`src/lpc_pkg.sv`:
```
// ----------------------------------------------------------------------------
// lpc_pkg: shared types and constants for the lever position conditioner
// Sizes of the sample ring, the window sum and the serial divider, plus the
// handshake structs between the sequencer and the divider.
// ----------------------------------------------------------------------------
`default_nettype none

package lpc_pkg;

  localparam int WINDOW     = 8;
  localparam int SAMPLE_W   = 12;
  localparam int VALUE_W    = 15;
  localparam int SAMPLE_MAX = (1 << SAMPLE_W) - 1;
  localparam int FULL_SCALE = (1 << VALUE_W) - 1;

  localparam int PTR_W  = (WINDOW > 1) ? $clog2(WINDOW) : 1;
  localparam int SUM_W  = $clog2(WINDOW * SAMPLE_MAX + 1);
  // Scaled numerator (avg - min) * FULL_SCALE.
  localparam int NUM_W  = (SAMPLE_W + VALUE_W > SUM_W) ? SAMPLE_W + VALUE_W : SUM_W;
  localparam int DIV_W  = ($clog2(WINDOW + 1) > SAMPLE_W) ? $clog2(WINDOW + 1) : SAMPLE_W;
  localparam int Q_W    = VALUE_W;
  localparam int CNT_W  = $clog2(Q_W + 1);
  localparam int SH_W   = $clog2(NUM_W + 1);

  localparam logic [CNT_W-1:0] SCL_ITERS = CNT_W'(VALUE_W);

  localparam int CFG_IDX_W = 2;
  localparam logic [CFG_IDX_W-1:0] REG_DEAD_ZONE   = 2'd0;
  localparam logic [CFG_IDX_W-1:0] REG_CHANGE_STEP = 2'd1;
  localparam logic [CFG_IDX_W-1:0] REG_SNAP_LEVEL  = 2'd2;

  localparam logic [VALUE_W-1:0] DEAD_ZONE_RST   = VALUE_W'(1000);
  localparam logic [VALUE_W-1:0] CHANGE_STEP_RST = VALUE_W'(1000);
  localparam logic [VALUE_W-1:0] SNAP_LEVEL_RST  = VALUE_W'(30000);

  typedef struct packed {
    logic             start;
    logic [CNT_W-1:0] iters;
  } lpc_div_req_t;

  typedef struct packed {
    logic busy;
    logic done;
  } lpc_div_rsp_t;

endpackage

`default_nettype wire

```
`src/lpc_div.sv`:
```
// ----------------------------------------------------------------------------
// lpc_div: restoring serial divider
// One quotient bit per cycle. The caller gives the quotient length and
// guarantees dividend < divisor * 2**iters, so only that many steps run.
// ----------------------------------------------------------------------------
`default_nettype none

module lpc_div
  import lpc_pkg::*;
(
  input  wire logic               clk,
  input  wire logic               rst_n,
  input  wire lpc_div_req_t       req,
  input  wire logic [NUM_W-1:0]   dividend,
  input  wire logic [DIV_W-1:0]   divisor,
  output lpc_div_rsp_t            rsp,
  output logic [Q_W-1:0]          quotient
);

  logic [DIV_W-1:0] rem_r, rem_nxt;
  logic [NUM_W-1:0] lo_r, lo_nxt;
  logic [Q_W-1:0]   quo_r, quo_nxt;
  logic [DIV_W-1:0] div_r, div_nxt;
  logic [CNT_W-1:0] cnt_r, cnt_nxt;
  logic             busy_r, busy_nxt;
  logic             done_r, done_nxt;
  logic [DIV_W:0]   trial;
  logic             ge;
  logic [SH_W-1:0]  lo_sh;

  always_comb begin
    rem_nxt  = rem_r;
    lo_nxt   = lo_r;
    quo_nxt  = quo_r;
    div_nxt  = div_r;
    cnt_nxt  = cnt_r;
    busy_nxt = busy_r;
    done_nxt = 1'b0;
    trial    = {rem_r, lo_r[NUM_W-1]};
    ge       = trial >= {1'b0, div_r};
    lo_sh    = SH_W'(NUM_W) - SH_W'(req.iters);
    if (req.start) begin
      // The bits above the quotient length already form a partial remainder.
      rem_nxt  = DIV_W'(dividend >> req.iters);
      lo_nxt   = dividend << lo_sh;
      quo_nxt  = '0;
      div_nxt  = divisor;
      cnt_nxt  = req.iters;
      busy_nxt = 1'b1;
    end else if (busy_r) begin
      rem_nxt = ge ? DIV_W'(trial - {1'b0, div_r}) : DIV_W'(trial);
      lo_nxt  = {lo_r[NUM_W-2:0], 1'b0};
      quo_nxt = {quo_r[Q_W-2:0], ge};
      cnt_nxt = cnt_r - CNT_W'(1);
      if (cnt_r == CNT_W'(1)) begin
        busy_nxt = 1'b0;
        done_nxt = 1'b1;
      end
    end
  end

  always_ff @(posedge clk) begin
    if (!rst_n) begin
      busy_r <= 1'b0;
      done_r <= 1'b0;
      cnt_r  <= '0;
    end else begin
      busy_r <= busy_nxt;
      done_r <= done_nxt;
      cnt_r  <= cnt_nxt;
    end
  end

  always_ff @(posedge clk) begin
    rem_r <= rem_nxt;
    lo_r  <= lo_nxt;
    quo_r <= quo_nxt;
    div_r <= div_nxt;
  end

  assign rsp.busy = busy_r;
  assign rsp.done = done_r;
  assign quotient = quo_r;

endmodule

`default_nettype wire

```
`src/lever_position_conditioner.sv`:
```
// ----------------------------------------------------------------------------
// lever_position_conditioner: lever sample to slider value
// Boxcar average over a sample ring, scaled from the seen [min,max] range to
// full scale, with dead zone, change threshold and snap to full scale.
//
//   channel  dir  ports                               beat
//   in       in   in_valid, in_ready, in_sample       one sample
//   out      out  out_valid, out_ready, out_slider_value  one reported value
//   cfg      in   cfg_valid, cfg_ready, cfg_index, cfg_data  one register write
//
// An item is sequenced from acceptance to the reporting step. When its scaled
// value is forced to zero the divider is skipped; when it is scaled, the window
// average is a shift and the serial divider runs 15 steps for the range scaling.
// in_ready is high only while the sequencer is idle. A result waits in the
// output register; the next item is accepted meanwhile, and stalls at the
// reporting step only if the previous result has not been taken yet.
// Reset (synchronous) clears the ring through per-entry valid bits; cfg_ready
// is always high.
// ----------------------------------------------------------------------------
`default_nettype none

module lever_position_conditioner
  import lpc_pkg::*;
(
  input  wire logic                 clk,
  input  wire logic                 rst_n,
  input  wire logic                 in_valid,
  output logic                      in_ready,
  input  wire logic [SAMPLE_W-1:0]  in_sample,
  output logic                      out_valid,
  input  wire logic                 out_ready,
  output logic [VALUE_W-1:0]        out_slider_value,
  input  wire logic                 cfg_valid,
  output logic                      cfg_ready,
  input  wire logic [CFG_IDX_W-1:0] cfg_index,
  input  wire logic [VALUE_W-1:0]   cfg_data
);

  typedef enum logic [7:0] {
    S_IDLE = 8'b00000001,
    S_READ = 8'b00000010,
    S_AVG  = 8'b00000100,
    S_PREP = 8'b00001000,
    S_SCL  = 8'b00010000,
    S_SCLW = 8'b00100000,
    S_DZ   = 8'b01000000,
    S_DEC  = 8'b10000000
  } state_t;

  state_t state_r, state_nxt;

  logic [VALUE_W-1:0]  dz_r, step_r, snap_r;
  logic [SAMPLE_W-1:0] ring_mem [WINDOW];
  logic [SAMPLE_W-1:0] rd_q;
  logic [WINDOW-1:0]   vld_r;
  logic [PTR_W-1:0]    pos_r;
  logic [SUM_W-1:0]    sum_r;
  logic [SAMPLE_W-1:0] min_r, max_r;
  logic [VALUE_W-1:0]  last_r;
  logic                first_r;
  logic [SAMPLE_W-1:0] sample_r;
  logic [SAMPLE_W-1:0] avg_r;
  logic [SAMPLE_W-1:0] d_r;
  logic [VALUE_W-1:0]  q_r;
  logic [VALUE_W-1:0]  val_r;
  logic                out_valid_r;
  logic [VALUE_W-1:0]  out_value_r;

  logic [SAMPLE_W-1:0] old_sample;
  logic [VALUE_W-1:0]  diff;
  logic [VALUE_W-1:0]  report;
  logic                out_free;
  logic                ring_wr;

  lpc_div_req_t        div_req;
  lpc_div_rsp_t        div_rsp;
  logic [NUM_W-1:0]    div_num;
  logic [DIV_W-1:0]    div_den;
  logic [Q_W-1:0]      div_quo;

  assign in_ready  = (state_r == S_IDLE);
  assign cfg_ready = 1'b1;
  assign out_valid = out_valid_r;
  assign out_slider_value = out_value_r;
  assign out_free  = !out_valid_r || out_ready;
  assign ring_wr   = (state_r == S_READ);

  // Entries not yet written since reset read as zero.
  assign old_sample = vld_r[pos_r] ? rd_q : '0;
  assign diff   = (val_r > last_r) ? val_r - last_r : last_r - val_r;
  assign report = (val_r > snap_r) ? VALUE_W'(FULL_SCALE) : val_r;

  // Divider operands for the range scaling.
  always_comb begin
    div_req.start = (state_r == S_SCL);
    div_req.iters = SCL_ITERS;
    div_num       = (NUM_W'(d_r) << VALUE_W) - NUM_W'(d_r);
    div_den       = DIV_W'(max_r - min_r);
  end

  lpc_div u_div (
    .clk      (clk),
    .rst_n    (rst_n),
    .req      (div_req),
    .dividend (div_num),
    .divisor  (div_den),
    .rsp      (div_rsp),
    .quotient (div_quo)
  );

  always_comb begin
    state_nxt = state_r;
    unique case (state_r)
      S_IDLE: if (in_valid) state_nxt = S_READ;
      S_READ: state_nxt = S_AVG;
      S_AVG:  state_nxt = S_PREP;
      S_PREP: begin
        if (first_r || (max_r <= min_r) || (avg_r <= min_r)) begin
          state_nxt = S_DZ;
        end else begin
          state_nxt = S_SCL;
        end
      end
      S_SCL:  state_nxt = S_SCLW;
      S_SCLW: if (div_rsp.done) state_nxt = S_DZ;
      S_DZ:   state_nxt = S_DEC;
      S_DEC:  if (diff <= step_r || out_free) state_nxt = S_IDLE;
      default: state_nxt = S_IDLE;
    endcase
  end

  always_ff @(posedge clk) begin
    if (!rst_n) begin
      state_r     <= S_IDLE;
      dz_r        <= DEAD_ZONE_RST;
      step_r      <= CHANGE_STEP_RST;
      snap_r      <= SNAP_LEVEL_RST;
      vld_r       <= '0;
      pos_r       <= '0;
      sum_r       <= '0;
      min_r       <= SAMPLE_W'(SAMPLE_MAX);
      max_r       <= '0;
      last_r      <= '0;
      first_r     <= 1'b1;
      out_valid_r <= 1'b0;
    end else begin
      state_r <= state_nxt;
      if (cfg_valid) begin
        priority case (cfg_index)
          REG_DEAD_ZONE:   dz_r   <= cfg_data;
          REG_CHANGE_STEP: step_r <= cfg_data;
          REG_SNAP_LEVEL:  snap_r <= cfg_data;
          default: ;
        endcase
      end
      if (ring_wr) begin
        vld_r[pos_r] <= 1'b1;
        sum_r <= sum_r - SUM_W'(old_sample) + SUM_W'(sample_r);
        if (sample_r > max_r) max_r <= sample_r;
        if (sample_r < min_r) min_r <= sample_r;
        pos_r <= (pos_r == PTR_W'(WINDOW - 1)) ? '0 : pos_r + PTR_W'(1);
      end
      if (state_r == S_PREP) first_r <= 1'b0;
      if (state_r == S_DEC && diff > step_r && out_free) begin
        out_valid_r <= 1'b1;
        last_r      <= report;
      end else if (out_valid_r && out_ready) begin
        out_valid_r <= 1'b0;
      end
    end
  end

  always_ff @(posedge clk) begin
    rd_q <= ring_mem[pos_r];
    if (ring_wr) ring_mem[pos_r] <= sample_r;
  end

  always_ff @(posedge clk) begin
    if (in_valid && in_ready) sample_r <= in_sample;
    if (state_r == S_AVG) avg_r <= SAMPLE_W'(sum_r / SUM_W'(WINDOW));
    if (state_r == S_PREP) begin
      d_r <= avg_r - min_r;
      q_r <= '0;
    end
    if (state_r == S_SCLW && div_rsp.done) q_r <= div_quo;
    if (state_r == S_DZ) val_r <= (q_r <= dz_r) ? '0 : q_r;
    if (state_r == S_DEC && diff > step_r && out_free) out_value_r <= report;
  end

  // Assertions
  a_accept_reads: assert property (@(posedge clk) disable iff (!rst_n)
    (in_valid && in_ready) |=> (state_r == S_READ))
    else $error("accepted beat did not start the ring update");

  a_div_runs: assert property (@(posedge clk) disable iff (!rst_n)
    (state_r == S_SCL) |=> div_rsp.busy)
    else $error("divider did not start");

  a_range_order: assert property (@(posedge clk) disable iff (!rst_n)
    (!first_r) |-> (min_r <= max_r))
    else $error("seen minimum above seen maximum after first sample");

  a_report_stored: assert property (@(posedge clk) disable iff (!rst_n)
    $rose(out_valid_r) |-> (last_r == out_value_r))
    else $error("reported value not recorded as last report");

  a_no_overwrite: assert property (@(posedge clk) disable iff (!rst_n)
    (out_valid_r && !out_ready) |=> out_valid_r && $stable(out_value_r) && $stable(last_r))
    else $error("pending result overwritten");

endmodule

`default_nettype wire

```
`config.mk`:
```
export PLATFORM = sky130hd
export DESIGN_NAME = lever_position_conditioner
export DESIGN_NICKNAME = d
export VERILOG_FILES = /design/src/lpc_pkg.sv /design/src/lpc_div.sv /design/src/lever_position_conditioner.sv
export SDC_FILE = /design/constraint.sdc
export NUM_CORES = 1
export LEC_CHECK = 0
export BUFFER_PORTS_ARGS = -buffer_cell sky130_fd_sc_hd__buf_2
export CAP_MARGIN = 5
export CORE_MARGIN = 3
export CORE_UTILIZATION = 54
export DETAILED_ROUTE_END_ITERATION = 16
export GPL_ROUTABILITY_DRIVEN = 0
export HOLD_SLACK_MARGIN = 0.06
export PLACE_DENSITY = 0.73
export SLEW_MARGIN = 0
export SYNTH_ARGS = -nofsm -noshare
export SYNTH_HDL_FRONTEND = slang
export SYNTH_SLANG_ARGS = --single-unit
```
`constraint.sdc`:
```
create_clock -name clk -period 4 [get_ports clk]
set_input_delay 0.6 -clock clk [delete_from_list [all_inputs] [get_ports clk]]
set_output_delay 0.6 -clock clk [all_outputs]
set_load 0.05 [all_outputs]
```
* Word level (Yosys, flattened, before mapping) *
Memories as Yosys holds them, arrays and structs flattened. A register that Yosys moved wholly into a read port is not among the register bits.
Index checks and enable logic that the tools add are counted.

word-level totals
  memories = 1
  register bits = 261
  input port bits = 34
  RAM bits = 96
  logic and storage cells = 118
  output and inout bits = 18

memories
  name      depth  bits a word  rd ports  clocked after Yosys merged registers in  wr ports  RTL line                          RTL
  ring_mem  8      12           1         1                                        1         lever_position_conditioner.sv:53  logic [SAMPLE_W-1:0] ring_mem [WINDOW];

cells by class
  muxes and demuxes = 30
  reductions and logical operators = 22
  add/sub/neg operators = 10
  $lt $le $gt $ge = 12
  bitwise logic cells = 3
  equality and inequality tests = 15

operator list
  operator                                        count
  case mux 8 bit (8 select lines)                 1
  2-to-1 mux 15 bit                               4
  2-to-1 mux 27 bit                               2
  2-to-1 mux 12 bit                               4
  greater-than comparator 15 bit                  3
  subtractor 12 bit                               3
  less-or-equal comparator 15 bit                 2
  subtractor 15 bit                               2
  subtractor 27 x 12 -> 27 bit                    1
  less-or-equal comparator 12 bit                 2
  2-to-1 mux 8 bit                                3
  adder 15 x 12 -> 15 bit                         1
  subtractor 15 x 12 -> 15 bit                    1
  greater-or-equal comparator 13 x 12 -> 1 bit    1
  greater-than comparator 12 bit                  1
  less-than comparator 12 bit                     1
  2-to-1 mux 1 bit                                10
  AND reduction 2 bit                             5
  == test 8 x 1 -> 1 bit (second input constant)  1
  == test 8 x 2 -> 1 bit (second input constant)  1
  == test 8 x 3 -> 1 bit (second input constant)  1
  == test 8 x 4 -> 1 bit (second input constant)  1
  == test 8 x 5 -> 1 bit (second input constant)  1
  == test 8 x 6 -> 1 bit (second input constant)  1
  26 further kinds                                39

* Longest topological paths before layout *
  depth in word-level cells = 6
  mapped depth = 22
  depth with buffers taken out = 20

* By module *
From an unflattened synthesis, not the netlist that was laid out.

second synthesis, totals
  cells, all modules = 2074
  area total of the unflattened synthesis = 21469.3 um2

modules (own cells, without submodules)
  module                      cells an instance  area each (um2)  seq. area each (um2)  instances
  lever_position_conditioner  1589               16459.5          7957.6                1
  lpc_div                     485                5009.8           1951.9                1

* Worst setup path after synthesis *
OpenSTA, ideal clock, no wires.

  kind = register to register
  from = register val_r[4]
  to = register out_value_r[0], in the netlist out_slider_value[0] (enable)
  clock period less this slack = 4.448 ns
  path buffers = 1
  cell stages (with the launch flop) = 17
  library setup time = 0.388 ns
  slack = -0.448 ns
  data arrival time = 4.060 ns
  required time = 3.612 ns
  cells stage by stage = edfxtp_1 > ha_1 > a2111o_1 > o21ai_2 > o21ai_2 > a21o_1 > buf_6 > o22ai_1 > o2111ai_1 > xor2_1 > ha_1 > nand4_1 > or2_2 > nor2_1 > nor4b_1 > o21ai_0 > nor2b_1

on the way
  word-level cells in the longest chain between the ends = 5
  elaborated cells between the ends (all ways) = 7
  those cells by class = 2 x add/sub; 2 x order compare; 1 x mux; 2 x reduce/logical

RTL lines
  item                                                                        RTL line                           RTL
  from (decl)                                                                 lever_position_conditioner.sv:65   logic [VALUE_W-1:0] val_r;
  from (signal assigned)                                                      lever_position_conditioner.sv:186  if (state_r == S_DZ) val_r <= (q_r <= dz_r) ? '0 : q_r;
  subtractor 15 bit / greater-than comparator 15 bit (equally long branches)  lever_position_conditioner.sv:90   assign diff = (val_r > last_r) ? val_r - last_r : last_r - val_r;
  2-to-1 mux 15 bit (*)                                                       lever_position_conditioner.sv:90
  greater-than comparator 15 bit (*)                                          lever_position_conditioner.sv:187  if (state_r == S_DEC && diff > step_r && out_free) out_value_r <= report;
  logical AND 1 bit (*) (2 in series)                                         lever_position_conditioner.sv:187
  to (signal assigned)                                                        lever_position_conditioner.sv:187
  to (decl)                                                                   lever_position_conditioner.sv:67   logic [VALUE_W-1:0] out_value_r;

Mark *: on every way between the ends. The rest lies on a longest branch, timed or not.
A chain may end at the register's enable or synchronous reset.

* Worst setup path in the final report *
  from = register val_r[0]
  to = register out_value_r[4], in the netlist out_slider_value[4] (enable)

Same word-level chain as after synthesis.

==> out/metrics.cfg <==
[clocking]
numCtsBuffers = 39
cts_tree = yes
path_clk_slew_ps = 60
postCtsHoldBufs = 0
cts.sinks = 369
worst_skew_pair.late_latency_ps = 580
cts_buffer_depth = 3
cts_root_buf = clkbuf_16
h-tree-depth = 2

[outcome]
violations = negative setup slack
status = finished with violations

[setup_path]
crit_path_end_kind = flip-flop
critical_path_required_ps = 4270
r2r_start = val_r[0]
reg2reg_depth = 19
crit_arrival_ps = 4390
cp_max_fo = 15
cp-start-kind = flip-flop
r2r_end = out_slider_value[4]
r2r_setup_slack_ps = -120
critical_path_class = reg2reg

[worst_hold_path]
hold_path_class = in2reg
min_path_cells = 1
hold_path_startpoint = in_sample[8]
min_delay_worst_endpoint = sample_r[8]

[detailed_routing]
dr.pass1.iters = 7
viasPerCell = 5.806
route.detailed.drc = 0
drt_iter0_markers = 1221
wire_per_inst_um = 18.06
wl_um = 45690
ant_nets = 0
vias = 14690

[power]
switching_share_pct = 25.66
clock_power_share_pct = 40.1
p_int_mw = 6.746
ir_drop_mv = 0.3716
total_power_mw = 9.075
seqPwrFrac_pct = 46.2
power_frac_comb_pct = 13.7
p_leak_nw = 9.312
power_density_mw_per_mm2 = 399.0
switching_power_mw = 2.328

[finish]
area_growth_syn_to_layout_pct = 16.39
antenna_cells = 0
layout.nets = 2242
drive_gt1_share_pct = 17.01

[timing]
grt_setup_unrepaired = yes
fin_crit_sh_pct = 103.1
setup_viol = 33
tightest_slew_ps = 961.1
fmax_mhz = 242.4
fin_ws_ps = -124.8
skew_ps = 28.05
final-hold-violation-count = 0
maxSlewViolCount = 0
slew_headroom_pct = 35.93
layout_min_cycle_time_ps = 4125

[logic_synthesis]
synth-seq-cells = 369
synth_commonest_cells = edfxtp_1 (216), inv_1 (211), nand2_1 (194)
synth_top_cell_by_area = edfxtp_1
syn_nets = 2118
synthDistinctLibCells = 88
ys.warnings.count = 0
synthTopCellsByArea = edfxtp_1 (33%), dfxtp_1 (16%), ha_1 (9.8%)
avgSynthCellArea_um2 = 10.21
synth_ff_type = edfxtp_1
synth_seq_area_share_pct = 48.87
synth.most_common_cell = edfxtp_1
synth_top_cell_area_share_pct = 33.19
ys_async_sr_fraction_pct = 0
netlist_area_mm2 = 0.01954
synthCells = 1914
synth_edf_count = 216

[die]
die_h_um = 196.2
dieArea_mm2 = 0.03850
start_util_pct = 54.80
core.rowCount = 69
core_mm2 = 0.03566
ios = 52
die-width_um = 196.2

[flow_run]
max_cap_violations = 0

[global_routing]
overflow = 0
track_usage_pct = 23.32
grt_pass1_vias = 14170
grt_pass1_wl_um = 72710
grt_max_degree = 63
antenna_found_initial = 0

[placed_design]
io_buffers = 50
dp_slack_ps = -248.2
dp_hpwl_um = 32080

==> routing by layer <==
| metal | routed length (um) | track usage (%) | vias to the layer above |
|---|---|---|---|
| li1 | - | - | 7038 |
| met1 | 19750 | 30.75 | 7074 |
| met2 | 21650 | 38.35 | 449 |
| met3 | 2400 | 4.087 | 127 |
| met4 | 1892 | 9.585 | 0 |
| met5 | 0 | 0 | - |
==> flip-flops by register name, summed over array words and instances, names as in the netlist, 15 cells and up <==
register / count
ring_mem: 96
dz_r: 15
last_r: 15
out_slider_value: 15
q_r: 15
snap_r: 15
step_r: 15
sum_r: 15
u_div.lo_r: 15
u_div.quotient: 15
val_r: 15
==> worst max-delay path, cell delays in order, from the launching register on <==
cell	delay, ps
edfxtp_1	470
ha_4	320
and4_1	220
nand4_1	180
nor2b_4	200
buf_4	140
or2_2	290
o211ai_1	120
o22ai_2	110
o2111ai_2	180
xor2_1	170
ha_1	270
nand4_1	150
or2_4	160
nor2_4	40
nor4b_4	250
buf_4	180
o21ai_4	70
nor2b_4	140
buf_12	160
==> worst max path at each step <==
stage | startpoint | endpoint | cells after the start
floorplan | val_r[4] | out_slider_value[0] | 16
CTS | pos_r[0] | sum_r[14] | 16
global placement | val_r[1] | state_r[0] | 16
finish | val_r[0] | out_slider_value[4] | 19
global route | last_r[3] | out_slider_value[5] | 20
detailed placement | val_r[1] | state_r[0] | 16
==> final cells by class <==
type	count	area (um^2)
Fill cell	2777	12910
Sequential cell	369	9553
Multi-Input combinational cell	1257	9336
Timing Repair Buffer	159	1175
Clock buffer	51	1091
Inverter	212	795.8
Tap cell	461	576.8
Clock inverter	21	214.0
==> layout by cell type, fill, tap and decap left out, types with 18 or more instances in the layout <==
master / n
a21boi_0: 37
a21o_1: 34
a21oi_1: 91
a21oi_2: 25
and3_1: 18
buf_2: 49
buf_4: 101
clkbuf_16: 41
dfxtp_1: 152
edfxtp_1: 216
ha_1: 145
inv_1: 209
mux2i_1: 39
nand2_1: 194
nand3_1: 34
nand4_1: 24
nor2_1: 114
nor2b_1: 35
nor3_1: 18
o211ai_1: 34
o21a_1: 25
o21ai_0: 72
xnor2_1: 33
xor2_1: 24
==> timing repair <==
item,4_1_cts,5_1_grt
setup endpoints to repair,37,39
resized for setup,25,85
buffers inserted,8,7
cloned,2,2
pin swaps,12,42
==> per-stage QoR <==
stage | area [um^2] | hold slack [ps] | std cells | setup TNS, ps | utilization, %
floorplan | 19550 | 408.2 | 1914 | 0 | -
global placement | 20790 | 416.6 | 2439 | -1233 | 58.30
detailed placement | 20790 | 426.6 | 2439 | -5625 | 58.30
CTS | 22330 | 153.9 | 2521 | 0 | 62.62
global route | 22740 | 164.5 | 2530 | -7989 | 63.78
finish | 22740 | 190.0 | 2530 | -3391 | 63.78
==> logic make-up (layout without fill, tap and decap cells) <==
logic type                 count (synthesis)  in the layout  share of synthesized area, %
and+or+nand+nor                          524            524                         12.84
AOI/OAI and AO/OA                        450            451                         15.16
DFF                                      369            369                         48.87
buffers and inverters                    289            443                         5.795
adders and majority gates                170            170                         11.54
xor gates and xnor gates                  57             57                         2.555
muxes                                     54             54                         3.227
other                                      1              1                       0.01919
==> power by group through the flow <==
stage	logic, mW	registers [mW]	clock network [mW]
2_1_floorplan	0.799	4.28	0
3_3_place_gp	1.12	4.27	0
3_5_place_dp	1.16	4.28	0
4_1_cts	1.20	4.19	3.72
5_1_grt	1.39	4.20	3.87
6_report	1.24	4.19	3.64
No activity file was read; power rests on OpenSTA's default activity.
